<file path="src/hdl/cmd_pkg.sv">
// Shared types and constants for the chunked message deframer.
`default_nettype none

package cmd_pkg;

    // Register widths
    localparam int LEN_W   = 17;
    localparam int IDLE_W  = 4;
    localparam int BYTE_W  = 8;
    localparam int CFG_W   = 17;
    localparam int CFG_IDX_W = 2;

    // Register indexes on the configuration port
    localparam logic [CFG_IDX_W-1:0] CFG_MAX_LEN   = 2'd0;
    localparam logic [CFG_IDX_W-1:0] CFG_MAX_IDLE  = 2'd1;
    localparam logic [CFG_IDX_W-1:0] CFG_CSUM_BASE = 2'd2;
    localparam logic [CFG_IDX_W-1:0] CFG_CSUM_BYP  = 2'd3;

    // Register reset values
    localparam logic [LEN_W-1:0]  RST_MAX_LEN   = 17'd65536;
    localparam logic [IDLE_W-1:0] RST_MAX_IDLE  = 4'd8;
    localparam logic [BYTE_W-1:0] RST_CSUM_BASE = 8'hAA;
    localparam logic [BYTE_W-1:0] RST_CSUM_BYP  = 8'h88;

    // Header layout
    localparam logic [LEN_W-1:0] HDR_BYTES = 17'd3;
    localparam logic [LEN_W-1:0] MIN_TOTAL = 17'd4;

    typedef enum logic [1:0] {
        PH_IDLE   = 2'd0,
        PH_HEADER = 2'd1,
        PH_BODY   = 2'd2
    } t_phase;

    typedef enum logic [2:0] {
        ST_BUSY   = 3'd0,
        ST_GOOD   = 3'd1,
        ST_SHORT  = 3'd2,
        ST_SIZE   = 3'd3,
        ST_CONT   = 3'd4,
        ST_NOPROG = 3'd5,
        ST_CSUM   = 3'd6
    } t_status;

endpackage : cmd_pkg

`default_nettype wire

</file>
<file path="src/hdl/chunked_message_deframer_unit.sv">
// Chunked message deframer: header/continuation checks and checksum.
// A result word is registered; it appears in the cycle after its input is accepted.
// Throughput: one input word per cycle unless the result side stalls; the framing
// state updates through compare-and-add logic; a result register decouples the sides.
// Reset (i_rst_n low, synchronous): idle, all counters cleared, registers to
// their defaults (max length 65536, 8 idle chunks, base 0xAA, bypass 0x88).
`default_nettype none

module chunked_message_deframer_unit (
    input  wire logic        i_clk,
    input  wire logic        i_rst_n,
    // configuration write port
    input  wire logic                        i_cfg_we,
    input  wire logic [cmd_pkg::CFG_IDX_W-1:0] i_cfg_index,
    input  wire logic [cmd_pkg::CFG_W-1:0]   i_cfg_wdata,
    // input stream
    input  wire logic        s_axis_tvalid,
    output logic             s_axis_tready,
    input  wire logic [7:0]  s_axis_tdata,   // [7:0] rx_byte
    input  wire logic [1:0]  s_axis_tuser,   // [0] operation, [1] chunk_start
    input  wire logic        s_axis_tlast,   // chunk_end
    // result stream
    output logic             m_axis_tvalid,
    input  wire logic        m_axis_tready,
    output logic [7:0]       m_axis_tdata,   // [7:0] msg_byte
    output logic [3:0]       m_axis_tuser,   // [0] msg_byte_valid, [3:1] status
    output logic             m_axis_tlast    // msg_last
);

    // configuration registers
    logic [cmd_pkg::LEN_W-1:0]  r_max_len;
    logic [cmd_pkg::IDLE_W-1:0] r_max_idle;
    logic [cmd_pkg::BYTE_W-1:0] r_csum_base;
    logic [cmd_pkg::BYTE_W-1:0] r_csum_byp;

    // framing state
    cmd_pkg::t_phase            r_phase,      n_phase;
    logic [1:0]                 r_hdr_idx,    n_hdr_idx;
    logic [7:0]                 r_command,    n_command;
    logic [cmd_pkg::LEN_W-1:0]  r_exp_total,  n_exp_total;
    logic [cmd_pkg::LEN_W-1:0]  r_rx_count,   n_rx_count;
    logic [7:0]                 r_byte_sum,   n_byte_sum;
    logic [cmd_pkg::IDLE_W-1:0] r_idle_cnt,   n_idle_cnt;
    logic                       r_discard,    n_discard;
    logic                       r_in_chunk,   n_in_chunk;

    // result register
    logic                       r_out_valid;
    logic [7:0]                 r_msg_byte,   n_msg_byte;
    logic                       r_msg_valid,  n_msg_valid;
    logic                       r_msg_last,   n_msg_last;
    cmd_pkg::t_status           r_status,     n_status;

    // shared decode of the incoming word
    logic                       accept_in;
    logic                       op_empty;
    logic [7:0]                 rx_byte;
    logic                       chunk_end;
    logic                       first_byte;
    logic [cmd_pkg::IDLE_W:0]   idle_next;
    logic                       idle_over;
    logic [cmd_pkg::LEN_W-1:0]  total;
    logic                       size_bad;
    logic                       cont_bad;
    logic [cmd_pkg::LEN_W-1:0]  rx_count_inc;
    logic                       msg_done;
    logic [7:0]                 csum_want;
    logic                       csum_ok;
    logic                       go_idle;
    logic                       drop_rest;

    assign s_axis_tready = !r_out_valid || m_axis_tready;
    assign accept_in     = s_axis_tvalid && s_axis_tready;

    assign op_empty   = s_axis_tuser[0];
    assign rx_byte    = s_axis_tdata;
    assign chunk_end  = s_axis_tlast;
    assign first_byte = !r_in_chunk;

    // idle chunk counter check
    assign idle_next = {1'b0, r_idle_cnt} + {{cmd_pkg::IDLE_W{1'b0}}, 1'b1};
    assign idle_over = idle_next > {1'b0, r_max_idle};

    // total length from the low length byte held in r_exp_total and the high byte
    assign total    = cmd_pkg::HDR_BYTES + r_exp_total + {1'b0, rx_byte, 8'h00};
    assign size_bad = (total < cmd_pkg::MIN_TOTAL) || (total > r_max_len);

    // continuation byte must be the command with bit 0 set
    assign cont_bad = !rx_byte[0] || ({rx_byte[7:1], 1'b0} != r_command);

    // body progress and checksum
    assign rx_count_inc = r_rx_count + {{(cmd_pkg::LEN_W-1){1'b0}}, 1'b1};
    assign msg_done     = rx_count_inc >= r_exp_total;
    assign csum_want    = r_csum_base - r_byte_sum;
    assign csum_ok      = (rx_byte == r_csum_byp) || (rx_byte == csum_want);

    // next framing state
    always_comb begin
        n_phase     = r_phase;
        n_hdr_idx   = r_hdr_idx;
        n_command   = r_command;
        n_exp_total = r_exp_total;
        n_rx_count  = r_rx_count;
        n_byte_sum  = r_byte_sum;
        n_idle_cnt  = r_idle_cnt;
        n_discard   = r_discard;
        n_in_chunk  = r_in_chunk;
        go_idle     = 1'b0;
        drop_rest   = 1'b0;

        if (op_empty) begin
            if (idle_over) begin
                go_idle   = 1'b1;
                drop_rest = r_in_chunk || r_discard;
            end else begin
                n_idle_cnt = idle_next[cmd_pkg::IDLE_W-1:0];
            end
        end else begin
            n_in_chunk = !chunk_end;
            if (r_discard) begin
                if (chunk_end) begin
                    n_discard = 1'b0;
                end
            end else begin
                case (r_phase)
                    cmd_pkg::PH_IDLE: begin
                        n_command  = rx_byte;
                        n_byte_sum = rx_byte;
                        n_rx_count = 17'd1;
                        n_hdr_idx  = 2'd1;
                        n_idle_cnt = '0;
                        n_phase    = cmd_pkg::PH_HEADER;
                        go_idle    = chunk_end;
                    end
                    cmd_pkg::PH_HEADER: begin
                        if (r_hdr_idx == 2'd1) begin
                            n_exp_total = {9'd0, rx_byte};
                            n_byte_sum  = r_byte_sum + rx_byte;
                            n_rx_count  = 17'd2;
                            n_hdr_idx   = 2'd2;
                            go_idle     = chunk_end;
                        end else if (size_bad) begin
                            go_idle   = 1'b1;
                            drop_rest = !chunk_end;
                        end else begin
                            n_exp_total = total;
                            n_byte_sum  = r_byte_sum + rx_byte;
                            n_rx_count  = 17'd3;
                            n_hdr_idx   = 2'd3;
                            n_phase     = cmd_pkg::PH_BODY;
                        end
                    end
                    cmd_pkg::PH_BODY: begin
                        if (first_byte) begin
                            if (cont_bad) begin
                                go_idle   = 1'b1;
                                drop_rest = !chunk_end;
                            end else if (chunk_end) begin
                                if (idle_over) begin
                                    go_idle = 1'b1;
                                end else begin
                                    n_idle_cnt = idle_next[cmd_pkg::IDLE_W-1:0];
                                end
                            end
                        end else begin
                            n_rx_count = rx_count_inc;
                            n_idle_cnt = '0;
                            if (msg_done) begin
                                go_idle   = 1'b1;
                                drop_rest = !chunk_end;
                            end else begin
                                n_byte_sum = r_byte_sum + rx_byte;
                            end
                        end
                    end
                    default: begin
                        go_idle = 1'b1;
                    end
                endcase
            end
        end

        // completion or error: back to idle
        if (go_idle) begin
            n_phase     = cmd_pkg::PH_IDLE;
            n_hdr_idx   = '0;
            n_command   = '0;
            n_exp_total = '0;
            n_rx_count  = '0;
            n_byte_sum  = '0;
            n_idle_cnt  = '0;
            n_discard   = drop_rest;
        end
    end

    // result word for the incoming word
    always_comb begin
        n_msg_valid = 1'b0;
        n_msg_last  = 1'b0;
        n_status    = cmd_pkg::ST_BUSY;

        if (op_empty) begin
            if (idle_over) begin
                n_status = cmd_pkg::ST_NOPROG;
            end
        end else if (!r_discard) begin
            case (r_phase)
                cmd_pkg::PH_IDLE: begin
                    if (chunk_end) n_status = cmd_pkg::ST_SHORT;
                    else           n_msg_valid = 1'b1;
                end
                cmd_pkg::PH_HEADER: begin
                    if (r_hdr_idx == 2'd1) begin
                        if (chunk_end) n_status = cmd_pkg::ST_SHORT;
                        else           n_msg_valid = 1'b1;
                    end else if (size_bad) begin
                        n_status = cmd_pkg::ST_SIZE;
                    end else begin
                        n_msg_valid = 1'b1;
                    end
                end
                cmd_pkg::PH_BODY: begin
                    if (first_byte) begin
                        if (cont_bad) begin
                            n_status = cmd_pkg::ST_CONT;
                        end else if (chunk_end && idle_over) begin
                            n_status = cmd_pkg::ST_NOPROG;
                        end
                    end else begin
                        n_msg_valid = 1'b1;
                        if (msg_done) begin
                            n_msg_last = 1'b1;
                            n_status   = csum_ok ? cmd_pkg::ST_GOOD : cmd_pkg::ST_CSUM;
                        end
                    end
                end
                default: begin
                    n_status = cmd_pkg::ST_BUSY;
                end
            endcase
        end

        n_msg_byte = n_msg_valid ? rx_byte : 8'h00;
    end

    // configuration registers
    always_ff @(posedge i_clk) begin
        if (!i_rst_n) begin
            r_max_len   <= cmd_pkg::RST_MAX_LEN;
            r_max_idle  <= cmd_pkg::RST_MAX_IDLE;
            r_csum_base <= cmd_pkg::RST_CSUM_BASE;
            r_csum_byp  <= cmd_pkg::RST_CSUM_BYP;
        end else if (i_cfg_we) begin
            case (i_cfg_index)
                cmd_pkg::CFG_MAX_LEN:   r_max_len   <= i_cfg_wdata;
                cmd_pkg::CFG_MAX_IDLE:  r_max_idle  <= i_cfg_wdata[cmd_pkg::IDLE_W-1:0];
                cmd_pkg::CFG_CSUM_BASE: r_csum_base <= i_cfg_wdata[cmd_pkg::BYTE_W-1:0];
                cmd_pkg::CFG_CSUM_BYP:  r_csum_byp  <= i_cfg_wdata[cmd_pkg::BYTE_W-1:0];
                default: ;
            endcase
        end
    end

    // framing state registers
    always_ff @(posedge i_clk) begin
        if (!i_rst_n) begin
            r_phase     <= cmd_pkg::PH_IDLE;
            r_hdr_idx   <= '0;
            r_command   <= '0;
            r_exp_total <= '0;
            r_rx_count  <= '0;
            r_byte_sum  <= '0;
            r_idle_cnt  <= '0;
            r_discard   <= 1'b0;
            r_in_chunk  <= 1'b0;
        end else if (accept_in) begin
            r_phase     <= n_phase;
            r_hdr_idx   <= n_hdr_idx;
            r_command   <= n_command;
            r_exp_total <= n_exp_total;
            r_rx_count  <= n_rx_count;
            r_byte_sum  <= n_byte_sum;
            r_idle_cnt  <= n_idle_cnt;
            r_discard   <= n_discard;
            r_in_chunk  <= n_in_chunk;
        end
    end

    // result register valid
    always_ff @(posedge i_clk) begin
        if (!i_rst_n) begin
            r_out_valid <= 1'b0;
        end else if (accept_in) begin
            r_out_valid <= 1'b1;
        end else if (m_axis_tready) begin
            r_out_valid <= 1'b0;
        end
    end

    // result register payload
    always_ff @(posedge i_clk) begin
        if (accept_in) begin
            r_msg_byte  <= n_msg_byte;
            r_msg_valid <= n_msg_valid;
            r_msg_last  <= n_msg_last;
            r_status    <= n_status;
        end
    end

    assign m_axis_tvalid = r_out_valid;
    assign m_axis_tdata  = r_msg_byte;
    assign m_axis_tuser  = {r_status, r_msg_valid};
    assign m_axis_tlast  = r_msg_last;

`ifndef SYNTH
    // a message end word always carries a message byte
    a_last_has_byte: assert property (@(posedge i_clk) disable iff (!i_rst_n)
        r_out_valid && r_msg_last |-> r_msg_valid)
        else $error("message end without a message byte");

    // framing errors never carry a message byte
    a_err_no_byte: assert property (@(posedge i_clk) disable iff (!i_rst_n)
        r_out_valid && (r_status == cmd_pkg::ST_SHORT || r_status == cmd_pkg::ST_SIZE ||
                        r_status == cmd_pkg::ST_CONT || r_status == cmd_pkg::ST_NOPROG)
        |-> !r_msg_valid)
        else $error("error word carries a message byte");

    // any completion or error leaves the block idle
    a_done_idle: assert property (@(posedge i_clk) disable iff (!i_rst_n)
        accept_in && n_status != cmd_pkg::ST_BUSY |=> r_phase == cmd_pkg::PH_IDLE)
        else $error("not idle after completion or error");

    // body phase only after the full three byte header
    a_body_hdr: assert property (@(posedge i_clk) disable iff (!i_rst_n)
        r_phase == cmd_pkg::PH_BODY |-> r_hdr_idx == 2'd3 && r_exp_total >= cmd_pkg::MIN_TOTAL)
        else $error("body phase without a complete header");
`endif

endmodule : chunked_message_deframer_unit

`default_nettype wire

</file>
<file path="config.mk">
export PLATFORM = sky130hd
export DESIGN_NAME = chunked_message_deframer_unit
export DESIGN_NICKNAME = d
export VERILOG_FILES = /design/src/hdl/cmd_pkg.sv /design/src/hdl/chunked_message_deframer_unit.sv
export SDC_FILE = /design/constraint.sdc
export NUM_CORES = 1
export LEC_CHECK = 0
export BUFFER_PORTS_ARGS = -buffer_cell sky130_fd_sc_hd__clkbuf_2
export CELL_PAD_IN_SITES_DETAIL_PLACEMENT = 1
export CELL_PAD_IN_SITES_GLOBAL_PLACEMENT = 2
export CORE_UTILIZATION = 38
export CTS_CLUSTER_DIAMETER = 50
export DETAILED_ROUTE_END_ITERATION = 7
export PLACE_DENSITY_LB_ADDON = 0.1
export REMOVE_ABC_BUFFERS = 1
export SYNTH_ARGS = -nofsm -noshare
export SYNTH_HDL_FRONTEND = slang
export SYNTH_SLANG_ARGS = --single-unit
</file>
<file path="constraint.sdc">
create_clock -name i_clk -period 5.2 [get_ports i_clk]
set_input_delay 1.3 -clock i_clk [delete_from_list [all_inputs] [get_ports i_clk]]
set_output_delay 1.3 -clock i_clk [all_outputs]
set_load 0.01 [all_outputs]
</file>
==> impl_metrics.env, run 1 <==
export IMPL_io_pins=50
export IMPL_final_common_cell="nand2_1"
export IMPL_first_global_vias=7610
export IMPL_setup_viol=0
export IMPL_synth_seq_cells=111
export IMPL_holdWs_ns=0.458
export IMPL_crit_chain="clkbuf_2, ha_2, nand4_2, or3_1, buf_4, a211oi_2, ha_1, nand4_1, nor3_1, a221o_1, a21oi_1, o21a_2, a32oi_4, a22oi_2, buf_4, a22o_1"
export IMPL_initial_core_util=0.387
export IMPL_fmax_ghz=0.200
export IMPL_finalHoldViolCount=0
export IMPL_dr_pass1_iters=4
export IMPL_yosysWarnings=0
export IMPL_synth_edff_count=13
export IMPL_pwr_density_cell_nw_per_um2=391
export IMPL_rows=52
export IMPL_port_buffers=48
export IMPL_cap_violations=0
export IMPL_grt_start_max_net_pins=44
export IMPL_pwr_share_comb=0.482
export IMPL_yosysSeqAreaShare=0.300
export IMPL_gp_congestion=0.854
export IMPL_intPower_mw=2.10
export IMPL_async_flop_share=0
export IMPL_area_growth_pct=16.1
export IMPL_clock_root_buffer="clkbuf_16"
export IMPL_crit_type="input port to flip-flop"
export IMPL_synth_area_sq_um=7840
export IMPL_period_needed_ns=5.01
export IMPL_path_clk_slew_ns=0.08
export IMPL_rsz0062_at_grt="false"
export IMPL_startpoint_type="input port"
export IMPL_reg2reg_to="r_rx_count[14]"
export IMPL_r2r_cells=18
export IMPL_cts_tree="built"
export IMPL_htree_levels=3
export IMPL_switching_share=0.410
export IMPL_post_route_period_util=0.963
export IMPL_die_h_um=146
export IMPL_die_area_sq_um=21200
export IMPL_drive_gt1_frac=0.163
export IMPL_cts_made_buffers=9
export IMPL_die_x_um=146
export IMPL_worst_pin_slew_ns=1.07
export IMPL_holdPathEnd="r_max_len[3]"
export IMPL_endpoint_kind="flip-flop"
export IMPL_slew_violations=0
export IMPL_worst_ep_arrival_time_ns=5.27
export IMPL_synthDistinctLibCells=86
export IMPL_peakVddDrop_uv=170
export IMPL_rrSetupSlack_ns=0.32
export IMPL_antenna_found_initial=0
export IMPL_clk_latency_ns=0.37
export IMPL_slew_limit_headroom=0.287
export IMPL_clockPowerShare=0.216
export IMPL_final_cell_mix="137 x nand2_1, 98 x dfxtp_1, 66 x inv_1"
export IMPL_wl_per_cell_um=18.9
export IMPL_nets=1125
export IMPL_reg2reg_from="r_rx_count[0]"
export IMPL_pwr_share_seq=0.301
export IMPL_cts_sinks=111
export IMPL_cts_buffer_depth=2
export IMPL_grt_pass1_wl_um=40200
export IMPL_cp_max_fo=9
export IMPL_cpMostUsedCell="buf_4"
export IMPL_routed_via_density=5.58
export IMPL_drt_wl_total_um=24500
export IMPL_outcome="finished clean"
export IMPL_netSwitchingPower_mw=1.46
export IMPL_ant_nets=0
export IMPL_core_area_sq_um=20200
export IMPL_finClkSkew_ns=0.0122
export IMPL_drtIter0Drc=243
export IMPL_cpMaxStageDelayCell="a32oi_4"
export IMPL_num_fill_cells=2429
export IMPL_route_detailed_drc=0
export IMPL_vias=7232
export IMPL_dpl_hpwl_um=19300
export IMPL_whs_path_depth=2
export IMPL_grt_overflow=0
export IMPL_cpPeakStageDelay_ns=0.51
export IMPL_synthFlopType="dfxtp_1"
export IMPL_synth_area_per_cell_sq_um=8.28
export IMPL_num_antenna_cells=0
export IMPL_syn_inst=946
export IMPL_hold_start="r_max_len[3]"
export IMPL_fin_cells=1297
export IMPL_track_usage=0.240
export IMPL_dp_cells=1280
export IMPL_hp_class="flip-flop to flip-flop"
export IMPL_p_leak_nw=3.65
export IMPL_critPathRequiredTime_ns=5.46
-- cells by family after synthesis --
group,share of synthesized area
simple gates,0.215
compound gates,0.207
fa+ha+maj,0.110
mux,0.0388
buf+inv,0.0607
xor+xnor,0.0682
flops,0.300
-- power by group through the flow --
| stage | Sequential, mW | Combinational [mW] | Clock (mW) |
|---|---|---|---|
| after floorplan | 1.07 | 1.07 | 0 |
| after global placement | 1.08 | 1.62 | 0 |
| after detailed placement | 1.09 | 1.69 | 0 |
| after CTS | 1.07 | 1.70 | 0.788 |
| after global routing | 1.09 | 1.88 | 0.821 |
| final | 1.07 | 1.71 | 0.770 |
-- cells in the mapped netlist (9+ instances only) --
master | count | area, sq um
nor3_1 | 18 | 90.1
a21o_1 | 9 | 67.6
nor2_1 | 38 | 143
xnor2_1 | 44 | 385
a21oi_1 | 60 | 300
nand2_1 | 137 | 514
xor2_1 | 17 | 149
edfxtp_1 | 13 | 390
a22o_1 | 14 | 123
nand4_1 | 18 | 113
o211ai_1 | 20 | 150
nand2b_1 | 18 | 113
inv_1 | 66 | 248
or3_1 | 9 | 56.3
o21ai_0 | 25 | 125
dfxtp_1 | 98 | 1960
and2_1 | 15 | 93.8
nand3_1 | 35 | 175
o31ai_1 | 9 | 67.6
o221ai_1 | 9 | 78.8
clkbuf_1 | 34 | 128
mux2i_1 | 27 | 270
ha_1 | 66 | 826
-- worst max-delay path: cells and delay by family --
kind	cells	cell delay [ns]
simple gates	4	1.04
compound gates	7	1.83
buf+inv	3	0.49
fa+ha+maj	2	0.58
-- state kept, by name, summed over array words and instances (netlist names), 8 cells and up --
register and flops:
r_exp_total 17, r_max_len 17, m_axis_tdata 8, r_rx_count 17
r_csum_base 8, r_byte_sum 8, r_command 8, r_csum_byp 8
-- repair_timing --
| item | 4_1_cts | 5_1_grt |
|---|---|---|
| hold buffers | 0 | 0 |
| buffers inserted | 0 | 1 |
| hold endpoints to repair | 0 | 0 |
| setup endpoints to repair | 0 | 38 |
| resized for setup | 0 | 7 |
-- routing by layer --
layer,wire length (um),vias up,part of all wire,global-route usage
met1,11400,3550,0.46,0.303
li1,-,3544,-,-
met5,0,-,0,0
met3,762,31,0.031,0.0320
met2,11800,107,0.48,0.415
met4,584,0,0.024,0.0911
-- layout make-up --
type / count / area, sq um / share of cell area
clock buffers: 9 / 225 / 0.0248
clock inverters: 7 / 97.6 / 0.0107
inverters: 68 / 255 / 0.0281
multi-input cells: 718 / 5040 / 0.554
flip-flops and latches: 111 / 2350 / 0.259
well taps: 270 / 338 / 0.0371
repair buffers: 114 / 786 / 0.0864
-- worst max path at each step --
stage | startpoint | end | slack, ns | cells after the start
finish | s_axis_tdata[1] | r_rx_count[14] | 0.19 | 16
floorplan | s_axis_tdata[2] | r_rx_count[10] | -0.08 | 15
detailed placement | s_axis_tdata[1] | r_idle_cnt[2] | -0.23 | 17
global route | s_axis_tdata[1] | r_exp_total[3] | 0.001 | 17
global placement | s_axis_tdata[1] | r_idle_cnt[2] | -0.13 | 17
CTS | s_axis_tdata[1] | r_idle_cnt[2] | 0.14 | 17
-- stage by stage --
stage / utilization / TNS [ns] / worst slack, ns / total power, mW / area (sq um)
3_3_place_gp: 0.432 / -2.06 / -0.128 / 2.70 / 8740
2_1_floorplan: - / -0.740 / -0.0800 / 2.14 / 7620
5_1_grt: 0.450 / 0 / 0.00107 / 3.79 / 9100
6_report: 0.450 / 0 / 0.192 / 3.56 / 9100
3_5_place_dp: 0.432 / -7.46 / -0.226 / 2.78 / 8740
4_1_cts: 0.448 / 0 / 0.142 / 3.56 / 9060
No activity file was read; power rests on OpenSTA's default activity.
==> run 2, diff against run 1 <==
--- a/config.mk
+++ b/config.mk
@@ -11,7 +11,8 @@
 export CORE_UTILIZATION = 38
 export CTS_CLUSTER_DIAMETER = 50
 export DETAILED_ROUTE_END_ITERATION = 7
-export PLACE_DENSITY_LB_ADDON = 0.1
+export GPL_TIMING_DRIVEN = 0
+export PLACE_DENSITY = 0.79
 export REMOVE_ABC_BUFFERS = 1
 export SYNTH_ARGS = -nofsm -noshare
 export SYNTH_HDL_FRONTEND = slang
==> run 2 against run 1 <==
Utilization decreased by 0.23 points; combinational power rose by 3%; maximum frequency hardly changed; clock skew down 0.0043 ns; sequential cell count stayed put; register-to-register slack improved by 0.09 ns; worst hold slack is essentially flat; critical path depth up 2; die area is the same; cell count shrank 2.8%; non-clock buffer count shrank 37.
==> impl_metrics.env, run 2 (synthesis results as in run 1) <==
export IMPL_num_antenna_cells=0
export IMPL_finalHoldViolCount=0
export IMPL_cpMaxStageDelayCell="or3_4"
export IMPL_use_met2=0.375
export IMPL_drtIter0Drc=295
export IMPL_num_fill_cells=2411
export IMPL_cap_violations=0
export IMPL_drt_wl_total_um=24000
export IMPL_wl_per_cell_um=19.0
export IMPL_cts_buffer_depth=2
export IMPL_slew_limit_headroom=0.298
export IMPL_htree_levels=3
export IMPL_area_growth_pct=15.5
export IMPL_dr_pass1_iters=5
export IMPL_initial_core_util=0.387
export IMPL_path_clk_slew_ns=0.08
export IMPL_setup_viol=0
export IMPL_holdBufCountCts=0
export IMPL_startpoint_type="input port"
export IMPL_worst_ep_arrival_time_ns=5.26
export IMPL_nets=1089
export IMPL_vias=7059
export IMPL_grt_util_met3=0.0232
export IMPL_clk_latency_ns=0.36
export IMPL_top_regs="r_exp_total x17, r_max_len x17, r_rx_count x17"
export IMPL_route_detailed_drc=0
export IMPL_outcome="finished clean"
export IMPL_core_area_sq_um=20200
export IMPL_critPathRequiredTime_ns=5.45
export IMPL_rsz0062_at_grt="false"
export IMPL_die_x_um=146
export IMPL_grt_overflow=0
export IMPL_dpl_hpwl_um=17100
export IMPL_first_global_vias=6897
export IMPL_period_needed_ns=5.01
export IMPL_final_common_cell="nand2_1"
export IMPL_die_h_um=146
export IMPL_crit_type="input port to flip-flop"
export IMPL_power_mw=3.53
export IMPL_cts_tree="built"
export IMPL_cp_max_fo=10
export IMPL_cts_sinks=111
export IMPL_slew_violations=0
export IMPL_port_buffers=48
export IMPL_post_route_period_util=0.963
export IMPL_clock_root_buffer="clkbuf_16"
export IMPL_gp_congestion=0.824
export IMPL_drive_gt1_frac=0.149
export IMPL_holdWs_ns=0.459
export IMPL_grt_pass1_wl_um=38000
export IMPL_track_usage=0.228
export IMPL_crit_chain="clkbuf_4, ha_4, nand4_2, or3_4, a311oi_2, xnor2_1, inv_1, ha_1, nand4_1, nor2_1, a21oi_1, nand4_1, o21a_4, a32oi_4, buf_4, nor4_4, buf_4, a221o_1"
export IMPL_finClkSkew_ns=0.00791
export IMPL_rows=52
export IMPL_cts_made_buffers=9
export IMPL_antenna_found_initial=0
export IMPL_peakVddDrop_uv=179
export IMPL_final_cell_mix="137 x nand2_1, 98 x dfxtp_1, 66 x inv_1"
export IMPL_io_pins=50
export IMPL_p_leak_nw=3.51
export IMPL_worst_pin_slew_ns=1.05
export IMPL_die_area_sq_um=21200
export IMPL_endpoint_kind="flip-flop"
export IMPL_routed_via_density=5.60
export IMPL_grt_start_max_net_pins=45
export IMPL_ant_nets=0
export IMPL_fmax_ghz=0.200
export IMPL_hp_class="flip-flop to flip-flop"
export IMPL_pwr_density_cell_nw_per_um2=390
export IMPL_met1_usage=0.316
export IMPL_cpPeakStageDelay_ns=0.42
export IMPL_top_usage_layer="met2"
## run 2: area by class of cell
type / count / area, sq um / area share
clock inverters: 6 / 56.3 / 0.00622
flip-flops and latches: 111 / 2350 / 0.260
well taps: 270 / 338 / 0.0373
multi-input cells: 719 / 5260 / 0.581
inverters: 68 / 256 / 0.0283
clock buffers: 10 / 229 / 0.0253
repair buffers: 77 / 559 / 0.0618
## run 2: power breakdown
part	switching [mW]	internal, mW
clock network	0.359	0.335
registers	0.102	0.973
logic	1.02	0.740
total	1.48	2.05
## run 2: routing by layer
metal	vias to the layer above	share of wire
met3	27	0.028
li1	3478	-
met2	111	0.46
met1	3443	0.49
met4	0	0.021
met5	-	0
## run 2: final timing paths
path	from	to	slack (ns)	depth (start not counted)
hold / removal	r_max_len[12]	r_max_len[12]	0.46	2
hold reg to reg	r_max_len[12]	r_max_len[12]	0.46	2
setup / recovery	s_axis_tdata[1]	r_rx_count[4]	0.19	18
setup reg to reg	r_rx_count[0]	r_exp_total[0]	0.41	17
## run 2: what timing repair did
| action | CTS | global route |
|---|---|---|
| setup endpoints to repair | 70 | 68 |
| gates cloned | 1 | 0 |
| setup buffers | 11 | 15 |
| pin swaps | 8 | 5 |
| gates resized for setup | 26 | 16 |
## run 2: worst max-delay path, delay by kind of cell
kind                     cells  cell delay [ns]
buffers and inverters        4             0.72
XOR/XNOR                     1             0.17
AO/OA/AOI/OAI                5             1.34
adder cells (fa/ha/maj)      2             0.67
AND/OR/NAND/NOR              6             1.05
## run 2: through the flow
stage / area [sq um] / utilization / cells / worst slack (ns) / TNS, ns
after global routing: 9050 / 0.447 / 1261 / 0.0118 / 0
after CTS: 8820 / 0.436 / 1246 / -0.0134 / -0.0258
after detailed placement: 8250 / 0.408 / 1218 / -1.00 / -56.22
after global placement: 8190 / 0.405 / 1215 / -2.04 / -83.42
after floorplan: 7620 / - / 897 / -0.0800 / -0.740
final: 9050 / 0.447 / 1261 / 0.190 / 0
